**config.mk**
```make
export PLATFORM = sky130hd
export DESIGN_NAME = accel_step_detector
export DESIGN_NICKNAME = d
export VERILOG_FILES = /design/src/design/asd_pkg.sv /design/src/design/asd_mul.sv /design/src/design/asd_isqrt.sv /design/src/design/accel_step_detector.sv
export SDC_FILE = /design/constraint.sdc
export NUM_CORES = 2
export LEC_CHECK = 0
export ABC_CLOCK_PERIOD_IN_PS = 15600
export BUFFER_PORTS_ARGS = -buffer_cell sky130_fd_sc_hd__buf_2
export CAP_MARGIN = 20
export CORE_MARGIN = 1.5
export CORE_UTILIZATION = 41
export CTS_CLUSTER_SIZE = 8
export DETAILED_ROUTE_END_ITERATION = 6
export GPL_TIMING_DRIVEN = 0
export PLACE_DENSITY = 0.59
export SETUP_SLACK_MARGIN = 0.3
export SLEW_MARGIN = 40
export SYNTH_ARGS = -nofsm -noshare
export SYNTH_HDL_FRONTEND = slang
export SYNTH_SLANG_ARGS = --single-unit
```
**constraint.sdc**
```tcl
create_clock -name clk_i -period 15.6 [get_ports clk_i]
set_input_delay 2.34 -clock clk_i [delete_from_list [all_inputs] [get_ports clk_i]]
set_output_delay 2.34 -clock clk_i [all_outputs]
set_load 0.01 [all_outputs]
```
**src/design/asd_pkg.sv**
```systemverilog
package asd_pkg;

  // moving average window length
  localparam int unsigned Window = 5;

  localparam int unsigned AccW  = 16;
  localparam int unsigned MagW  = 16;
  localparam int unsigned TimeW = 32;
  localparam int unsigned CfgW  = 16;

  // sum of three squares of axis magnitudes (at most 2^15) stays below 2^32
  localparam int unsigned RadW  = 32;
  localparam int unsigned RootW = RadW / 2;
  localparam int unsigned RemW  = RootW + 2;
  localparam int unsigned IterW = $clog2(RootW);

  localparam int unsigned PosW = (Window > 1) ? $clog2(Window) : 1;
  localparam int unsigned SumW = MagW + $clog2(Window);

  // floor(sum / Window) as (sum * RecipK) >> DivShift, exact for every sum below 2^SumW
  localparam int unsigned DivShift = SumW + $clog2(Window);
  localparam int unsigned MulW     = SumW + 1;
  localparam int unsigned ProdW    = 2 * MulW;
  localparam logic [MulW-1:0] RecipK =
    MulW'(((64'd1 << DivShift) + 64'(Window) - 64'd1) / 64'(Window));

  localparam int unsigned CfgIdxW = 1;

  typedef enum logic [CfgIdxW-1:0] {
    RegThreshold = 1'b0,
    RegCooldown  = 1'b1
  } cfg_reg_e;

  localparam logic [CfgW-1:0] DefThreshold = 16'd9356;
  localparam logic [CfgW-1:0] DefCooldown  = 16'd300;

endpackage

```
**src/design/asd_mul.sv**
```systemverilog
module asd_mul (
  input  logic                    clk_i,
  input  logic [asd_pkg::MulW-1:0]  a_i,
  input  logic [asd_pkg::MulW-1:0]  b_i,
  output logic [asd_pkg::ProdW-1:0] p_o
);
  import asd_pkg::*;

  logic [ProdW-1:0] p_q;

  always_ff @(posedge clk_i) begin
    p_q <= ProdW'(a_i) * ProdW'(b_i);
  end

  assign p_o = p_q;

endmodule

```
**src/design/asd_isqrt.sv**
```systemverilog
module asd_isqrt (
  input  logic                      clk_i,
  input  logic                      rst_ni,
  input  logic                      start_i,
  input  logic [asd_pkg::RadW-1:0]  rad_i,
  output logic                      done_o,
  output logic [asd_pkg::RootW-1:0] root_o
);
  import asd_pkg::*;

  logic              busy_q, busy_d;
  logic              done_q, done_d;
  logic [IterW-1:0]  cnt_q, cnt_d;
  logic [RadW-1:0]   rad_q, rad_d;
  logic [RemW-1:0]   rem_q, rem_d;
  logic [RootW-1:0]  root_q, root_d;
  logic [RemW+1:0]   rem_shift;
  logic [RemW+1:0]   trial;

  // one result bit per cycle, two radicand bits brought down each time
  always_comb begin
    rem_shift = {rem_q, rad_q[RadW-1 -: 2]};
    trial     = (RemW + 2)'({root_q, 2'b01});
    busy_d    = busy_q;
    done_d    = 1'b0;
    cnt_d     = cnt_q;
    rad_d     = rad_q;
    rem_d     = rem_q;
    root_d    = root_q;
    if (start_i) begin
      busy_d = 1'b1;
      cnt_d  = '0;
      rad_d  = rad_i;
      rem_d  = '0;
      root_d = '0;
    end else if (busy_q) begin
      rad_d = {rad_q[RadW-3:0], 2'b00};
      if (rem_shift >= trial) begin
        rem_d  = RemW'(rem_shift - trial);
        root_d = {root_q[RootW-2:0], 1'b1};
      end else begin
        rem_d  = RemW'(rem_shift);
        root_d = {root_q[RootW-2:0], 1'b0};
      end
      cnt_d = cnt_q + 1'b1;
      if (cnt_q == IterW'(RootW - 1)) begin
        busy_d = 1'b0;
        done_d = 1'b1;
      end
    end
  end

  always_ff @(posedge clk_i or negedge rst_ni) begin
    if (!rst_ni) begin
      busy_q <= 1'b0;
      done_q <= 1'b0;
      cnt_q  <= '0;
    end else begin
      busy_q <= busy_d;
      done_q <= done_d;
      cnt_q  <= cnt_d;
    end
  end

  always_ff @(posedge clk_i) begin
    rad_q  <= rad_d;
    rem_q  <= rem_d;
    root_q <= root_d;
  end

  assign done_o = done_q;
  assign root_o = root_q;

endmodule

```
**src/design/accel_step_detector.sv**
```systemverilog
// step detector on the acceleration magnitude
// input channel: in_valid_i / in_stall_o carry one sample (three signed axes in raw
// counts and a millisecond timestamp). output channel: out_valid_o / out_stall_i carry
// one result per sample: the windowed average magnitude, a step flag and the step count.
// an item is taken at a clock edge with valid high and stall low.
// after an item is accepted, the shared multiplier squares the axes, the bit-serial
// square root takes the root of their sum, the window is updated and the step is
// decided once the root is done, a reciprocal multiply forms the average, and the
// output register is loaded, raising out_valid_o, unless an earlier result is stalled.
// items are taken one at a time; in_stall_o is high while an item is at work.
// the result sits in an output register, so the next item is taken while it waits;
// if the receiver still stalls when the following result is done, the block holds
// that result and keeps stalling its input.
// config: cfg_we_i writes cfg_data_i to register cfg_idx_i (0 threshold, 1 cooldown).
// the user must write only while no item is in flight; the block does not enforce it.
// reset clears the magnitude window, the window sum, the last step time and the step
// count, and loads threshold 9356 and cooldown 300.
module accel_step_detector (
  input  logic                        clk_i,
  input  logic                        rst_ni,
  input  logic                        cfg_we_i,
  input  logic [asd_pkg::CfgIdxW-1:0] cfg_idx_i,
  input  logic [asd_pkg::CfgW-1:0]    cfg_data_i,
  input  logic                        in_valid_i,
  output logic                        in_stall_o,
  input  logic signed [asd_pkg::AccW-1:0] accel_x_i,
  input  logic signed [asd_pkg::AccW-1:0] accel_y_i,
  input  logic signed [asd_pkg::AccW-1:0] accel_z_i,
  input  logic [asd_pkg::TimeW-1:0]   time_ms_i,
  output logic                        out_valid_o,
  input  logic                        out_stall_i,
  output logic [asd_pkg::MagW-1:0]    filtered_magnitude_o,
  output logic                        step_detected_o,
  output logic [asd_pkg::TimeW-1:0]   step_count_o
);
  import asd_pkg::*;

  typedef enum logic [5:0] {
    S_IDLE = 6'b000001,
    S_SQR  = 6'b000010,
    S_ROOT = 6'b000100,
    S_UPD  = 6'b001000,
    S_DIV  = 6'b010000,
    S_OUT  = 6'b100000
  } state_e;

  state_e state_q, state_d;

  logic [CfgW-1:0]  thr_q, cool_q;
  logic [AccW-1:0]  ax_q, ay_q, az_q;
  logic [TimeW-1:0] time_q;
  logic [1:0]       cnt_q, cnt_d;
  logic [RadW-1:0]  acc_q, acc_d;

  logic [MagW-1:0]  ring_q [Window];
  logic [PosW-1:0]  pos_q;
  logic [SumW-1:0]  sum_q;
  logic [TimeW-1:0] last_q;
  logic [TimeW-1:0] total_q;
  logic             step_q;

  logic             out_valid_q;
  logic [MagW-1:0]  mag_out_q;
  logic             step_out_q;
  logic [TimeW-1:0] count_out_q;

  logic [MulW-1:0]  mul_a, mul_b;
  logic [ProdW-1:0] prod;
  logic             sqrt_start;
  logic [RadW-1:0]  sqrt_rad;
  logic             sqrt_done;
  logic [RootW-1:0] sqrt_root;

  logic             accept;
  logic             out_load;
  logic [SumW-1:0]  sum_new;
  logic [SumW-1:0]  thr_win;
  logic [TimeW-1:0] elapsed;
  logic             step_now;

  function automatic logic [AccW-1:0] abs_val(input logic [AccW-1:0] v);
    logic [AccW:0] neg;
    neg = -{v[AccW-1], v};
    return v[AccW-1] ? neg[AccW-1:0] : v;
  endfunction

  asd_mul u_mul (
    .clk_i (clk_i),
    .a_i   (mul_a),
    .b_i   (mul_b),
    .p_o   (prod)
  );

  asd_isqrt u_isqrt (
    .clk_i   (clk_i),
    .rst_ni  (rst_ni),
    .start_i (sqrt_start),
    .rad_i   (sqrt_rad),
    .done_o  (sqrt_done),
    .root_o  (sqrt_root)
  );

  assign in_stall_o = (state_q != S_IDLE);
  assign accept     = in_valid_i && !in_stall_o;
  assign out_load   = (state_q == S_OUT) && (!out_valid_q || !out_stall_i);

  assign sum_new  = sum_q - SumW'(ring_q[pos_q]) + SumW'(sqrt_root);
  assign thr_win  = SumW'(thr_q * Window);
  assign elapsed  = time_q - last_q;
  assign step_now = (sum_new > thr_win) && (elapsed > TimeW'(cool_q));

  // shared multiplier: squares of the axes, then the reciprocal for the average
  always_comb begin
    mul_a = '0;
    mul_b = '0;
    if (state_q == S_SQR) begin
      case (cnt_q)
        2'd0:    mul_a = MulW'(ax_q);
        2'd1:    mul_a = MulW'(ay_q);
        2'd2:    mul_a = MulW'(az_q);
        default: mul_a = '0;
      endcase
      mul_b = mul_a;
    end else if (state_q == S_UPD || state_q == S_DIV || state_q == S_OUT) begin
      mul_a = MulW'(sum_q);
      mul_b = RecipK;
    end
  end

  always_comb begin
    acc_d = acc_q;
    if (state_q == S_SQR && cnt_q != 2'd0) begin
      acc_d = acc_q + prod[RadW-1:0];
    end
  end

  assign sqrt_start = (state_q == S_SQR) && (cnt_q == 2'd3);
  assign sqrt_rad   = acc_d;

  always_comb begin
    state_d = state_q;
    cnt_d   = cnt_q;
    case (state_q)
      S_IDLE: begin
        cnt_d = '0;
        if (accept) begin
          state_d = S_SQR;
        end
      end
      S_SQR: begin
        cnt_d = cnt_q + 2'd1;
        if (cnt_q == 2'd3) begin
          state_d = S_ROOT;
        end
      end
      S_ROOT: begin
        if (sqrt_done) begin
          state_d = S_UPD;
        end
      end
      S_UPD: state_d = S_DIV;
      S_DIV: state_d = S_OUT;
      S_OUT: begin
        if (out_load) begin
          state_d = S_IDLE;
        end
      end
      default: state_d = S_IDLE;
    endcase
  end

  always_ff @(posedge clk_i or negedge rst_ni) begin
    if (!rst_ni) begin
      state_q <= S_IDLE;
      cnt_q   <= '0;
      thr_q   <= DefThreshold;
      cool_q  <= DefCooldown;
      for (int i = 0; i < Window; i++) begin
        ring_q[i] <= '0;
      end
      pos_q       <= '0;
      sum_q       <= '0;
      last_q      <= '0;
      total_q     <= '0;
      out_valid_q <= 1'b0;
      count_out_q <= '0;
    end else begin
      state_q <= state_d;
      cnt_q   <= cnt_d;
      if (cfg_we_i) begin
        case (cfg_idx_i)
          RegThreshold: thr_q  <= cfg_data_i;
          RegCooldown:  cool_q <= cfg_data_i;
          default: ;
        endcase
      end
      if (state_q == S_ROOT && sqrt_done) begin
        ring_q[pos_q] <= sqrt_root;
        sum_q         <= sum_new;
        pos_q         <= (pos_q == PosW'(Window - 1)) ? '0 : pos_q + 1'b1;
        if (step_now) begin
          total_q <= total_q + 1'b1;
          last_q  <= time_q;
        end
      end
      if (out_load) begin
        out_valid_q <= 1'b1;
        count_out_q <= total_q;
      end else if (!out_stall_i) begin
        out_valid_q <= 1'b0;
      end
    end
  end

  always_ff @(posedge clk_i) begin
    if (accept) begin
      ax_q   <= abs_val(accel_x_i);
      ay_q   <= abs_val(accel_y_i);
      az_q   <= abs_val(accel_z_i);
      time_q <= time_ms_i;
      acc_q  <= '0;
    end else begin
      acc_q <= acc_d;
    end
    if (state_q == S_ROOT && sqrt_done) begin
      step_q <= step_now;
    end
    if (out_load) begin
      mag_out_q  <= prod[DivShift +: MagW];
      step_out_q <= step_q;
    end
  end

  assign out_valid_o          = out_valid_q;
  assign filtered_magnitude_o = mag_out_q;
  assign step_detected_o      = step_out_q;
  assign step_count_o         = count_out_q;

  // a counted step means the window average reached the threshold
  assert property (@(posedge clk_i) disable iff (!rst_ni)
    out_load |=> (!step_detected_o || filtered_magnitude_o >= thr_q))
    else $error("step flagged below threshold");

  // the count moves by exactly the step flag of each result
  assert property (@(posedge clk_i) disable iff (!rst_ni)
    out_load |=> step_count_o == $past(step_count_o) + TimeW'(step_detected_o))
    else $error("step count out of step with flag");

  // the root finishes only while the sequencer waits for it
  assert property (@(posedge clk_i) disable iff (!rst_ni)
    sqrt_done |-> state_q == S_ROOT)
    else $error("square root done outside root phase");

endmodule
```
# Word level (Yosys, flattened, before mapping)
# Cells that the tools add are included.
# W data, S select, Z words.
[word_totals]
register_bits = 479
out_inout_bits = 51
wordCells = 128
[op_classes]
n_addsub = 12
n_mul = 2
n_lt_le_gt_ge = 5
eq_ne = 17
mux = 36
n_bitwise = 2
n_reduce_logical = 21
[op_table]
columns = ["operator", "count"]
rows = [
  ["$mux W32", 3],
  ["$bwmux W80", 1],
  ["$mux W20", 3],
  ["$bmux W16 S3", 1],
  ["$demux W16 S3", 1],
  ["$mux W16", 3],
  ["$neg A16 Y16", 3],
  ["$pmux W16 S3", 1],
  ["$mux W15", 3],
  ["$mul A20 B20 Y38", 1],
  ["$pmux W6 S6", 1],
  ["$add A32 B1 Y32 const B", 1],
  ["$add A32 B32 Y32", 1],
  ["$gt A32 B16 Y1", 1],
  ["$sub A32 B32 Y32", 1],
  ["$mux W6", 4],
  ["$ge A20 B18 Y1", 1],
  ["$add A19 B16 Y19", 1],
  ["$gt A19 B19 Y1", 1],
  ["$mul A16 B3 Y19 const B", 1],
  ["$mux W19", 1],
  ["$sub A19 B16 Y19", 1],
  ["$mux W18", 1],
  ["$sub A18 B18 Y18", 1],
  ["other kinds (31)", 58],
]

# Logic depth before layout (Yosys ltp)
[depth]
depth_word = 9
mapped_depth = 34
depth_no_buf = 31

# By module
# From an unflattened synthesis, not the netlist that was laid out.
[hier_totals]
hier_cells = 4179
area_unflattened_um2 = 40640.2
[by_module_without_submodules]
columns = ["mod", "n_inst", "cells_each", "area_per_inst_um2", "seq_area_each_um2"]
rows = [
  ["accel_step_detector", 1, 2183, 22150.0, 9576.7],
  ["asd_mul", 1, 1612, 14475.1, 800.8],
  ["asd_isqrt", 1, 384, 4015.1, 1791.7],
]

# Least setup slack after synthesis
# Ideal clock, no wire load.
[synth_timing]
path_kind = "register to register"
from = "register state_q[4]"
to = "register u_mul.p_q[31] (netlist: u_mul.p_o[31])"
setup_time_ps = 72
arrival_time_ps = 8053
setup_slack_ps = 7475
path_stages_with_launch = 34
n_path_buf = 4
path_cell_list = "dfrtp_1 > nor4_1 > and2_1 > clkbuf_1 > nand2b_1 > clkbuf_1 > clkbuf_1 > nor2_1 > nor2_1 > a21oi_1 > clkbuf_1 > nand2_1 > fa_1 > inv_1 > fa_1 > inv_1 > fa_1 > inv_1 > fa_1 > fa_1 > inv_1 > fa_1 > inv_1 > ha_1 > a21o_1 > a21oi_1 > o31ai_1 > nor2b_1 > a2111oi_0 > nor2_1 > a311oi_1 > o21ai_0 > a31oi_1 > xnor2_1"
[synth_via]
elab_chain_len = 6
[synth_rtl]
columns = ["element", "line_no", "source"]
rows = [
  ["start: declaration", "accel_step_detector.sv:47", "state_e state_q, state_d;"],
  ["start signal: assignment", "accel_step_detector.sv:188", "state_q <= state_d;"],
  ["$eq A6 B4 Y1 or $eq A6 B5 Y1 (tied branches)", "accel_step_detector.sv:124", "end else if (state_q == S_UPD || state_q == S_DIV || state_q == S_OUT) begin"],
  ["$logic_or A1 B1 Y1 (2 in a row)", "accel_step_detector.sv:124", ""],
  ["$mux W19 or $mux W20 (tied branches)", "accel_step_detector.sv:124", ""],
  ["$mux W20", "accel_step_detector.sv:116", "if (state_q == S_SQR) begin"],
  ["$mul A20 B20 Y38 *", "asd_mul.sv:12", "p_q <= ProdW'(a_i) * ProdW'(b_i);"],
  ["end signal: assignment", "asd_mul.sv:12", ""],
  ["end: declaration", "asd_mul.sv:9", "logic [ProdW-1:0] p_q;"],
]
# Mark *: on every way between the ends. The rest lies on a longest branch, timed or not.
# A chain may end at the register's enable or synchronous reset.

# Worst setup path in the final report
[layout_timing]
from = "register state_q[0]"
to = "register u_mul.p_q[33] (netlist: u_mul.p_o[33])"
# Same word-level chain as after synthesis.

==> metrics.csv <==
metric,value,unit
Slew @ Worst Pin,0.904,ns
cell count after synthesis,3974,
Worst R2R Path Depth,32,
H-Tree Depth,3,
Fin. Hold Viols,0,
clock buffer depth,3,
part of the power in combinational logic,0.436,
Core Box Area,89900,sq um
initial antenna violation count,2,
GR Overflow Total,0,
setup TNS,0,ns
library cells used by synthesis,86,
DIE AREA,92500,sq um
crit path buf inv count,9,
Max rail drop VDD,0.103,mV
hold_buf cts,0,
CP max-delay cell,a311oi_1,
CTS tree,yes,
top fanout value on the critical path,10,
Slew HR,0.394,
worst reg2reg path startpoint,state_q[0]$_DFFE_PN1P_,
final worst path period share,0.688,
Seq pwr share,0.296,
vias in the first global route,28900,
clock latency on the worst-skew pair,0.65,ns
CP dominant cell by count,fa_1,
# diodes,0,
YS warnings,0,
"CTS clk-pin slew, worst paths",0.05,ns
Switch Pwr,2.21,mW
Clk network pwr share,0.268,
total track usage,0.215,
maximum operating frequency,93.2,MHz
"Largest stage delay, worst path",0.78,ns
Final Wtd Congestion,0.943,
synth-to-layout area growth,12.6,%
flop2flop setup slack,4.87,ns
fin util,0.466,
P_int,3.31,mW
Worst EP required,16.15,ns
Critical Path Start Type,flip-flop,
die height,304,um
reg2reg end,u_mul.p_o[33]$_DFF_P_,
min Tclk post-route,10.73,ns
Std-Cell Rows,110,
drt pass-1 iters,5,
DRT antenna net count,0,
Crit path max-delay family,adder cells,
mapped cell area,37200,sq um
final setup violation count,0,
Vias,28300,
RSZ-0062 raised after global routing,false,
skew final,0.0438,ns
"Arr. time, crit path",11.28,ns
largest net degree at the start of global routing,74,
sequential share of the synthesized area,0.326,
root buf cell,clkbuf_16,
status,completed,
# DRC,0,
post-cts repair resize count,0,
layout cells sized above 1,0.0948,
DR iter-0 viols,1647,
hold path depth,0,
vias per cell,5.18,
Post-Route WL,97.3,mm
Max Slew Vio Count,0,
pwr dens,132,nW/um^2
Setup crit end kind,flip-flop,
Hold Crit Endpoint,filtered_magnitude_o[12]$_DFFE_PP_,
I/O pin cnt,153,
fin nets,4931,
"Worst Path Class, Setup",flip-flop to flip-flop,
first-pass GRT wire length,157,mm
CTS sink cnt,479,
total CTS buffers,71,
PortBufs,152,
Initial Util,0.414,
syn avg cell area,9.36,sq um
Yosys reg bits,479,
max capacitance violation total,0,
asr flop ratio synth,0.511,
leakage power,20.0,nW
"Primary FF master, synth",dfrtp_1,
hold_sp,u_mul.p_o[34]$_DFF_P_,
Post-synth EDFFs,130,
post-DP HPWL,76.6,mm
Sw Share,0.401,
"Setup Fix Bufs, Post-CTS",0,
Die X,304,um
Worst Hold Class,flip-flop to flip-flop,
Routed WL per cell,17.8,um
-- power groups by stage --
stage               clock (mW)  combinational, mW  sequential, mW
floorplan                    0               1.76            1.59
global placement             0               2.34            1.66
detailed placement           0               2.39            1.65
CTS                       1.52               2.40            1.63
global route              1.57               2.72            1.65
finish                    1.48               2.41            1.63
-- logic make-up (layout without fill, tap and decap cells) --
group | after synthesis | in the layout | share of synthesized area
and+or+nand+nor | 1166 | 1166 | 0.139
buffers and inverters | 761 | 1050 | 0.0772
AOI/OAI and AO/OA | 621 | 621 | 0.105
adders and majority gates | 601 | 601 | 0.260
DFF | 479 | 479 | 0.326
xor gates and xnor gates | 195 | 195 | 0.0459
muxes | 149 | 149 | 0.0466
other | 2 | 21 | 0.000202
-- flip-flops by register name (all words and copies together), names as in the netlist, 2 cells and up --
name,count
thr_q,16
ring_q,80
pos_q,3
u_isqrt.cnt_q,4
u_isqrt.rad_q,32
last_q,32
time_q,32
sum_q,19
total_q,32
cnt_q,2
filtered_magnitude_o,16
acc_q,32
u_mul.p_o,38
cool_q,16
ax_q,16
u_isqrt.rem_q,18
step_count_o,32
ay_q,16
u_isqrt.root_o,16
state_q,6
az_q,16
-- cells in the mapped netlist (30+ instances only) --
cell,count,area share
xnor2_1,110,0.026
inv_1,623,0.063
nor3_1,79,0.011
dfxtp_1,104,0.056
dfrtp_1,235,0.16
xor2_1,85,0.020
fa_1,286,0.15
a21o_1,52,0.010
and2_1,30,0.0050
ha_1,315,0.11
clkbuf_1,113,0.011
nand2_1,499,0.050
o21ai_0,193,0.026
edfxtp_1,130,0.10
a21oi_1,147,0.020
mux2_2,76,0.023
nor2_1,308,0.031
nand3_1,63,0.0085
mux2i_1,38,0.010
-- placed cells by master, fill, tap and decap left out, types with 13 or more instances in the layout --
| cell type | n |
|---|---|
| conb_1 | 21 |
| dfrtp_1 | 235 |
| a31oi_1 | 22 |
| mux2i_1 | 38 |
| o21ai_0 | 193 |
| ha_1 | 315 |
| nor2_1 | 303 |
| buf_1 | 13 |
| clkbuf_1 | 154 |
| xor2_1 | 85 |
| dfxtp_1 | 104 |
| fa_1 | 286 |
| and2_1 | 30 |
| nor2b_1 | 26 |
| clkbuf_16 | 73 |
| a211oi_1 | 25 |
| o211ai_1 | 17 |
| nand4_1 | 29 |
| inv_1 | 622 |
| nand3_1 | 63 |
| nor3_1 | 79 |
| o21a_1 | 17 |
| nand2_1 | 499 |
| o31ai_1 | 16 |
| and3_1 | 29 |
| or3_1 | 19 |
| buf_2 | 155 |
| a21o_1 | 52 |
| mux2_1 | 20 |
| xnor2_1 | 110 |
| a21oi_1 | 147 |
| o22ai_1 | 13 |
| or2_2 | 18 |
| nand2b_1 | 27 |
| mux2_2 | 76 |
| edfxtp_1 | 130 |
-- metal layers --
metal,GRT usage,vias up,share of wire
li1,-,13600,-
met1,0.282,13800,0.44
met2,0.366,652,0.48
met3,0.0289,168,0.047
met4,0.0716,0,0.032
met5,0,-,0
-- layout make-up --
type                            instances  area (sq um)
Timing Repair Buffer                  162           960
Clock buffer                          120          2030
Sequential cell                       479         12100
Tap cell                             1176          1470
Fill cell                            8758         48000
Buffer                                132           517
Inverter                              629          2360
Clock inverter                          7          93.8
Multi-Input combinational cell       2753         22300
-- worst reg2reg max path: cells and delay by family, from the launching register on --
family          cells  cell delay [ns]
flops               1             0.55
compound gates      8             2.70
fa+ha+maj           7             3.48
buf+inv             9             2.26
xor+xnor            1             0.13
simple gates        7             1.54
-- worst max path at each step --
| stage | cells past startpoint | startpoint | endpoint | slack (ns) |
|---|---|---|---|---|
| 6_report | 32 | state_q[0]$_DFFE_PN1P_ | u_mul.p_o[33]$_DFF_P_ | 4.87 |
| 5_1_grt | 33 | state_q[4]$_DFFE_PN0P_ | u_mul.p_o[33]$_DFF_P_ | 4.21 |
| 3_5_place_dp | 30 | state_q[4]$_DFFE_PN0P_ | u_mul.p_o[31]$_DFF_P_ | 4.88 |
| 3_3_place_gp | 30 | state_q[4]$_DFFE_PN0P_ | u_mul.p_o[33]$_DFF_P_ | 4.90 |
| 4_1_cts | 30 | state_q[4]$_DFFE_PN0P_ | u_mul.p_o[33]$_DFF_P_ | 4.87 |
| 2_1_floorplan | 33 | state_q[4]$_DFFE_PN0P_ | u_mul.p_o[31]$_DFF_P_ | 7.48 |
-- per-stage QoR --
stage	instance area (sq um)	setup WS, ns	hold WS (ns)	cells	total power, mW
6_report	41900	4.87	0.402	5458	5.52
5_1_grt	41900	4.21	0.408	5458	5.94
4_1_cts	41900	4.87	0.402	5458	5.56
3_5_place_dp	39700	4.88	0.395	5331	4.04
3_3_place_gp	39500	4.90	0.393	5321	4.00
2_1_floorplan	37300	7.48	0.386	3993	3.36
Power figures use the tool's default switching activity.
